## src/rtl/spq_pkg.sv

```systemverilog
// shared types and constants for the sorted priority queue
`default_nettype none

package spq_pkg;

    localparam int CAPACITY_DEF = 16;
    localparam int VALUE_W      = 32;
    localparam int POS_W        = 8;
    localparam int COUNT_W      = 9;

    localparam logic [1:0] OP_INSERT = 2'd0;
    localparam logic [1:0] OP_REMOVE = 2'd1;
    localparam logic [1:0] OP_FIND   = 2'd2;

    localparam logic [1:0] ST_OK     = 2'd0;
    localparam logic [1:0] ST_ABSENT = 2'd1;
    localparam logic [1:0] ST_FULL   = 2'd2;

    typedef enum logic [1:0] {
        PH_IDLE,
        PH_CMP,
        PH_UPD
    } t_phase;

    typedef struct packed {
        logic [1:0]                operation;
        logic signed [VALUE_W-1:0] value;
    } t_cmd;

    typedef struct packed {
        logic [1:0]                status;
        logic [POS_W-1:0]          position;
        logic signed [VALUE_W-1:0] head_value;
        logic [COUNT_W-1:0]        count;
    } t_result;

    // per-cycle control broadcast to every cell
    typedef struct packed {
        logic cmp;
        logic ins;
        logic rem;
    } t_cell_ctrl;

endpackage

`default_nettype wire

```

## src/rtl/spq_cell.sv

```systemverilog
// one storage cell of the sorted chain: holds an entry, compares it, shifts it
`default_nettype none

module spq_cell #(
    parameter int CAPACITY = spq_pkg::CAPACITY_DEF,
    parameter int IDX      = 0
) (
    input  wire logic                                i_clk,
    input  wire spq_pkg::t_cell_ctrl                 i_ctrl,
    input  wire logic signed [spq_pkg::VALUE_W-1:0]  i_key,
    input  wire logic [$clog2(CAPACITY+1)-1:0]       i_count,
    input  wire logic signed [spq_pkg::VALUE_W-1:0]  i_left_val,
    input  wire logic                                i_left_lt,
    input  wire logic signed [spq_pkg::VALUE_W-1:0]  i_right_val,
    output logic signed [spq_pkg::VALUE_W-1:0]       o_val,
    output logic                                     o_lt,
    output logic                                     o_eq,
    output logic signed [spq_pkg::VALUE_W-1:0]       o_next
);

    localparam int CW = $clog2(CAPACITY+1);
    localparam logic [CW-1:0] IDX_W = CW'(IDX);

    logic signed [spq_pkg::VALUE_W-1:0] r_val;
    logic signed [spq_pkg::VALUE_W-1:0] n_val;
    logic                               r_lt;
    logic                               r_eq;
    logic                               w_occ;

    assign w_occ = IDX_W < i_count;

    always_comb begin
        n_val = r_val;
        if (i_ctrl.ins) begin
            // smaller entries stay, the boundary cell takes the key, the rest move right
            if (!r_lt) begin
                n_val = i_left_lt ? i_key : i_left_val;
            end
        end else if (i_ctrl.rem) begin
            // when the key is present, entries from it onward move left
            if (!r_lt) begin
                n_val = i_right_val;
            end
        end
    end

    always_ff @(posedge i_clk) begin
        if (i_ctrl.cmp) begin
            r_lt <= w_occ && (r_val < i_key);
            r_eq <= w_occ && (r_val == i_key);
        end
        if (i_ctrl.ins || i_ctrl.rem) begin
            r_val <= n_val;
        end
    end

    assign o_val  = r_val;
    assign o_lt   = r_lt;
    assign o_eq   = r_eq;
    assign o_next = n_val;

endmodule

`default_nettype wire

```

## src/rtl/sorted_priority_queue_core.sv

```systemverilog
// top level of the sorted priority queue: command port, sequencer and cell chain
`default_nettype none

// Keeps up to CAPACITY signed 32-bit values in ascending order in a chain of
// cells, one entry per cell. A command is taken when start is high and busy is
// low; busy then stays high through a compare phase (every cell compares its
// entry with the key) and an update phase (every cell shifts or keeps its
// entry), so a new command can be taken only after both. The result appears
// on o_result with o_done high for exactly one cycle, in the cycle right after
// the update; there is no way to hold it off, so it must be captured then.
// Insert places the value ahead of equal entries, remove takes out the first
// equal entry, find reports its position; an insert into a full queue and a
// remove or find of an absent value leave the contents unchanged.
module sorted_priority_queue_core #(
    parameter int CAPACITY = spq_pkg::CAPACITY_DEF
) (
    input  wire logic            i_clk,
    input  wire logic            i_rst_n,
    input  wire logic            start,
    input  wire spq_pkg::t_cmd   i_cmd,
    output logic                 busy,
    output logic                 o_done,
    output spq_pkg::t_result     o_result
);

    localparam int CW = $clog2(CAPACITY+1);
    localparam logic [CW-1:0] CAP_W = CW'(CAPACITY);

    spq_pkg::t_phase     r_phase;
    spq_pkg::t_phase     n_phase;
    spq_pkg::t_cmd       r_cmd;
    spq_pkg::t_cell_ctrl w_ctrl;
    spq_pkg::t_result    r_result;
    spq_pkg::t_result    n_result;
    logic [CW-1:0]       r_count;
    logic [CW-1:0]       n_count;
    logic                r_done;

    logic signed [spq_pkg::VALUE_W-1:0] w_val  [CAPACITY];
    logic signed [spq_pkg::VALUE_W-1:0] w_next [CAPACITY];
    logic [CAPACITY-1:0]                w_lt;
    logic [CAPACITY-1:0]                w_eq;
    logic [CAPACITY-1:0]                w_first;

    logic                        w_is_ins;
    logic                        w_is_rem;
    logic                        w_full;
    logic                        w_hit;
    logic [spq_pkg::POS_W-1:0]   w_pos;

    // command decode; the unused code behaves as find
    assign w_is_ins = r_cmd.operation == spq_pkg::OP_INSERT;
    assign w_is_rem = r_cmd.operation == spq_pkg::OP_REMOVE;
    assign w_full   = r_count == CAP_W;
    assign w_hit    = |w_eq;

    // first cell not below the key
    assign w_first = ~w_lt & {w_lt[CAPACITY-2:0], 1'b1};

    always_comb begin
        w_pos = '0;
        for (int i = 0; i < CAPACITY; i++) begin
            if (w_first[i]) begin
                w_pos = w_pos | spq_pkg::POS_W'(i);
            end
        end
    end

    // next phase
    always_comb begin
        n_phase = r_phase;
        case (r_phase)
            spq_pkg::PH_IDLE: begin
                if (start) begin
                    n_phase = spq_pkg::PH_CMP;
                end
            end
            spq_pkg::PH_CMP: n_phase = spq_pkg::PH_UPD;
            spq_pkg::PH_UPD: n_phase = spq_pkg::PH_IDLE;
            default:         n_phase = spq_pkg::PH_IDLE;
        endcase
    end

    // phase outputs
    always_comb begin
        w_ctrl = '0;
        busy   = 1'b0;
        case (r_phase)
            spq_pkg::PH_IDLE: busy = 1'b0;
            spq_pkg::PH_CMP: begin
                busy       = 1'b1;
                w_ctrl.cmp = 1'b1;
            end
            spq_pkg::PH_UPD: begin
                busy       = 1'b1;
                w_ctrl.ins = w_is_ins && !w_full;
                w_ctrl.rem = w_is_rem && w_hit;
            end
            default: busy = 1'b0;
        endcase
    end

    always_comb begin
        n_count  = r_count;
        n_result = '0;
        if (w_is_ins) begin
            if (w_full) begin
                n_result.status = spq_pkg::ST_FULL;
            end else begin
                n_result.status   = spq_pkg::ST_OK;
                n_result.position = w_pos;
                n_count           = r_count + CW'(1);
            end
        end else if (w_hit) begin
            n_result.status   = spq_pkg::ST_OK;
            n_result.position = w_pos;
            if (w_is_rem) begin
                n_count = r_count - CW'(1);
            end
        end else begin
            n_result.status = spq_pkg::ST_ABSENT;
        end
        n_result.head_value = (n_count != '0) ? w_next[0] : '0;
        n_result.count      = spq_pkg::COUNT_W'(n_count);
    end

    always_ff @(posedge i_clk) begin
        if (!i_rst_n) begin
            r_phase <= spq_pkg::PH_IDLE;
            r_count <= '0;
            r_done  <= 1'b0;
        end else begin
            r_phase <= n_phase;
            r_done  <= r_phase == spq_pkg::PH_UPD;
            if (r_phase == spq_pkg::PH_UPD) begin
                r_count <= n_count;
            end
        end
    end

    always_ff @(posedge i_clk) begin
        if (start && !busy) begin
            r_cmd <= i_cmd;
        end
        if (r_phase == spq_pkg::PH_UPD) begin
            r_result <= n_result;
        end
    end

    assign o_done   = r_done;
    assign o_result = r_result;

    for (genvar g = 0; g < CAPACITY; g++) begin : g_cell
        logic signed [spq_pkg::VALUE_W-1:0] w_left_val;
        logic signed [spq_pkg::VALUE_W-1:0] w_right_val;
        logic                               w_left_lt;

        if (g == 0) begin : g_head
            assign w_left_val = r_cmd.value;
            assign w_left_lt  = 1'b1;
        end else begin : g_mid
            assign w_left_val = w_val[g-1];
            assign w_left_lt  = w_lt[g-1];
        end

        if (g == CAPACITY-1) begin : g_tail
            assign w_right_val = w_val[g];
        end else begin : g_inner
            assign w_right_val = w_val[g+1];
        end

        spq_cell #(
            .CAPACITY (CAPACITY),
            .IDX      (g)
        ) u_cell (
            .i_clk       (i_clk),
            .i_ctrl      (w_ctrl),
            .i_key       (r_cmd.value),
            .i_count     (r_count),
            .i_left_val  (w_left_val),
            .i_left_lt   (w_left_lt),
            .i_right_val (w_right_val),
            .o_val       (w_val[g]),
            .o_lt        (w_lt[g]),
            .o_eq        (w_eq[g]),
            .o_next      (w_next[g])
        );
    end

    a_done_after_update: assert property (@(posedge i_clk) disable iff (!i_rst_n)
        r_done |-> $past(r_phase == spq_pkg::PH_UPD))
        else $error("result strobe without an update cycle");

    a_count_bound: assert property (@(posedge i_clk) disable iff (!i_rst_n)
        r_count <= CAP_W)
        else $error("entry count beyond capacity");

    a_start_busy: assert property (@(posedge i_clk) disable iff (!i_rst_n)
        start && !busy |=> busy)
        else $error("command transfer not followed by busy");

    a_full_flag: assert property (@(posedge i_clk) disable iff (!i_rst_n)
        o_done && o_result.status == spq_pkg::ST_FULL |-> r_count == CAP_W)
        else $error("full status while queue not full");

endmodule

`default_nettype wire

```

## config.mk

```make
export PLATFORM = sky130hd
export DESIGN_NAME = sorted_priority_queue_core
export DESIGN_NICKNAME = d
export VERILOG_FILES = /design/src/rtl/spq_pkg.sv /design/src/rtl/spq_cell.sv /design/src/rtl/sorted_priority_queue_core.sv
export SDC_FILE = /design/constraint.sdc
export NUM_CORES = 2
export LEC_CHECK = 0
export ABC_AREA = 1
export BUFFER_PORTS_ARGS = -buffer_cell sky130_fd_sc_hd__buf_2
export CAP_MARGIN = 30
export CORE_MARGIN = 5
export CORE_UTILIZATION = 40
export DETAILED_ROUTE_END_ITERATION = 16
export SLEW_MARGIN = 10
export SYNTH_ARGS = -nofsm -noshare
export SYNTH_HDL_FRONTEND = slang
export SYNTH_SLANG_ARGS = --single-unit
```

## constraint.sdc

```tcl
create_clock -name i_clk -period 5.3 [get_ports i_clk]
set_input_delay 1.59 -clock i_clk [delete_from_list [all_inputs] [get_ports i_clk]]
set_output_delay 1.59 -clock i_clk [all_outputs]
set_load 0.01 [all_outputs]
```

==> results.toml <==
[critical_path]
start_kind = "register"
cp_max_fo = 12
crit_family = "simple AND/OR/NAND/NOR gates"
crit_path_max_incr_delay_ns = 0.60
cpMostUsedCell = "inv_1"
worstPathBufferInverterCount = 4
critPathRequiredTime_ns = 5.63
critPathKind = "reg -> reg"
arrival_ns = 3.70
cp_cell_sequence = "inv_1 -> buf_4 -> ha_1 -> nand2_1 -> nor2_1 -> inv_1 -> nor3_1 -> inv_1 -> nor4_1"
r2r-start = "g_cell[0].w_left_val[23]"
endpoint_kind = "register"
startpoint = "g_cell[0].w_left_val[23]"
slowest_stage = "nor4_1"

[floorplan]
die_area_um2 = 113000
num_rows = 119
dieWidth_um = 336
coreArea_um2 = 105000
initial_core_util = 0.403
die_h_um = 336
io-pin-count = 90

[run_status]
status = "completed"

[cells_and_area]
drive_gt1_frac = 0.0701
synthToLayoutAreaGrowth_pct = 11.1
nets = 5585
design_area_um2 = 47200

[global_routing]
antenna_found_initial = 10
grt_pass1_vias = 33400
overflow = 0
grt_use_total = 0.238
grt_pass1_wl_um = 208000
grt_max_degree = 193

[synthesis]
synth_warnings = 0
yosysSeqAreaShare = 0.443
synth_area_um2 = 42500
syn_area_per_cell_um2 = 8.46
synth.distinct_cells = 40
netlist_instances = 5020
synth_seq_cells = 629

[clock_tree]
cts_sinks = 629
cts_buffers = 76
cts_tree = "done"
cts_buffer_depth = 3
clkTransAtPathRegs_ns = 0.06
cts_max_level = 3
post_cts_buffers = 0
hold_buffers = 0
worstSkewPairLatency_ns = 0.65
cts_repair_resize_count = 0
clock-root-buffer = "clkbuf_16"

[timing]
worstMarginPinSlew_ns = 1.09
final_max_slew_viol_count = 0
rsz0062_at_grt = "false"
max-slew-margin-rel = 0.264
layout_worst_path_cycle_share = 0.636
fin_crit_ns = 3.37
fin_setup_tns_ns = 0
fin_skew_ns = 0.0318
hold_viol = 0
setup_violations = 0
timing.fmax_ghz = 0.297

[min_path]
hold_class = "reg -> reg"
hold_start = "g_cell[0].w_left_val[18]"

[detailed_routing]
drt-initial-drc-count = 3644
drc = 0
dr.pass1.iters = 5
ant_nets = 0
via_count = 35800
wirelength_um = 137000
viasPerCell = 5.51
wl_per_cell_um = 21.2

[placement]
place_area_um2 = 44700
hpwlAfterDp_um = 101000
portBuffers = 81
place.gp.congestion = 0.907

[power]
peakVddDrop_uv = 224
leakage_nw = 20.2
power_density_nw_per_um2 = 327

[job]
maxCapViolCount = 0
synthesized netlist by cell type, drive strengths merged:
cell     number  share of area
xor2          4        0.00082
nor3         30         0.0038
nor3b         1        0.00018
nand3b       36         0.0064
nor2        206          0.019
o21ai      1002           0.12
o2111ai       1        0.00021
nor4         17         0.0025
a2111oi       1        0.00021
clkinv        1       0.000088
and3          7         0.0010
o21a         22         0.0039
clkbuf      147          0.013
conb          1       0.000088
o21bai       13         0.0023
buf         129          0.016
o31ai         2        0.00035
edfxtp      621           0.44
nor4b         2        0.00041
ha          520           0.15
o211ai       49         0.0087
nand3        77         0.0092
dfxtp         8         0.0038
nand4        48         0.0071
or2           2        0.00029
inv         299          0.026
a21oi       250          0.029
a31oi         2        0.00029
nand2      1522           0.13
cell families after synthesis:
logic type                 count (synthesis)  share of synthesized area
and+or+nand+nor                         1948                      0.184
DFF                                      629                      0.443
adders and majority gates                520                      0.153
other                                      1                  0.0000883
xor gates and xnor gates                   4                   0.000825
buffers and inverters                    576                     0.0552
AOI/OAI and AO/OA                       1342                      0.163
per-layer routing:
layer	GRT usage	share of wire
met1	0.345	0.46
met2	0.366	0.43
met3	0.0367	0.075
met5	0	0.00020
met4	0.0796	0.035
report_power, final:
part	internal, mW	switching [mW]
combinational	1.25	2.70
sequential	5.93	0.329
clock	2.99	2.25
state kept, by name, indices dropped and copies added (netlist names), 2 cells and up:
signal and flops:
g_cell.u_cell.o_val 512, o_result 43, g_cell.w_left_val 32, g_cell.u_cell.o_eq 16, g_cell.u_cell.o_lt 16, r_count 5
r_cmd 2, r_phase 2
per-stage QoR:
stage	utilization	cells	power (mW)	hold WS, ns	worst slack (ns)
2_1_floorplan	-	5027	8.80	0.519	0.941
3_5_place_dp	0.424	6336	10.2	0.538	2.01
6_report	0.448	6486	15.4	0.553	1.93
3_3_place_gp	0.421	6325	10.1	0.536	1.97
4_1_cts	0.447	6476	15.4	0.555	1.99
5_1_grt	0.448	6481	16.3	0.572	1.71
worst reg2reg max path, stage by stage (launching register included):
cell	delay, ns
edfxtp_1	0.40
inv_1	0.52
buf_4	0.38
ha_1	0.20
nand2_1	0.07
nor2_1	0.15
inv_1	0.05
nor3_1	0.56
inv_1	0.13
nor4_1	0.60
path summary, 6_finish.rpt:
path / endpoint / slack [ns] / cells after the start
setup / recovery: g_cell[1].u_cell.o_eq / 1.93 / 9
hold / removal: g_cell[15].u_cell.o_val[18] / 0.55 / 2
setup reg to reg: g_cell[1].u_cell.o_eq / 1.93 / 9
hold reg to reg: g_cell[15].u_cell.o_val[18] / 0.55 / 2
final cells by class:
class | count | area (µm²)
antenna | 5 | 12.5
clock buffer | 91 | 2040
clock inverter | 49 | 384
fill | 10200 | 58200
inverter | 300 | 1130
multi-input combinational | 3822 | 21400
sequential | 629 | 18800
tap | 1391 | 1740
timing repair buffer | 199 | 1660
placed cells by master (no fill, tap or decap), types with 13 or more instances in the layout:
| cell | n |
|---|---|
| a21oi_1 | 250 |
| buf_12 | 13 |
| buf_2 | 81 |
| buf_4 | 92 |
| clkbuf_16 | 79 |
| clkinv_1 | 19 |
| clkinv_2 | 20 |
| edfxtp_1 | 621 |
| ha_1 | 518 |
| inv_1 | 288 |
| nand2_1 | 1516 |
| nand3_1 | 76 |
| nand3b_1 | 36 |
| nand4_1 | 48 |
| nor2_1 | 182 |
| nor2_2 | 16 |
| nor3_1 | 29 |
| nor4_1 | 17 |
| o211ai_1 | 49 |
| o21a_1 | 22 |
| o21ai_0 | 966 |
| o21ai_1 | 36 |
| o21bai_1 | 13 |
Power figures use the tool's default switching activity.
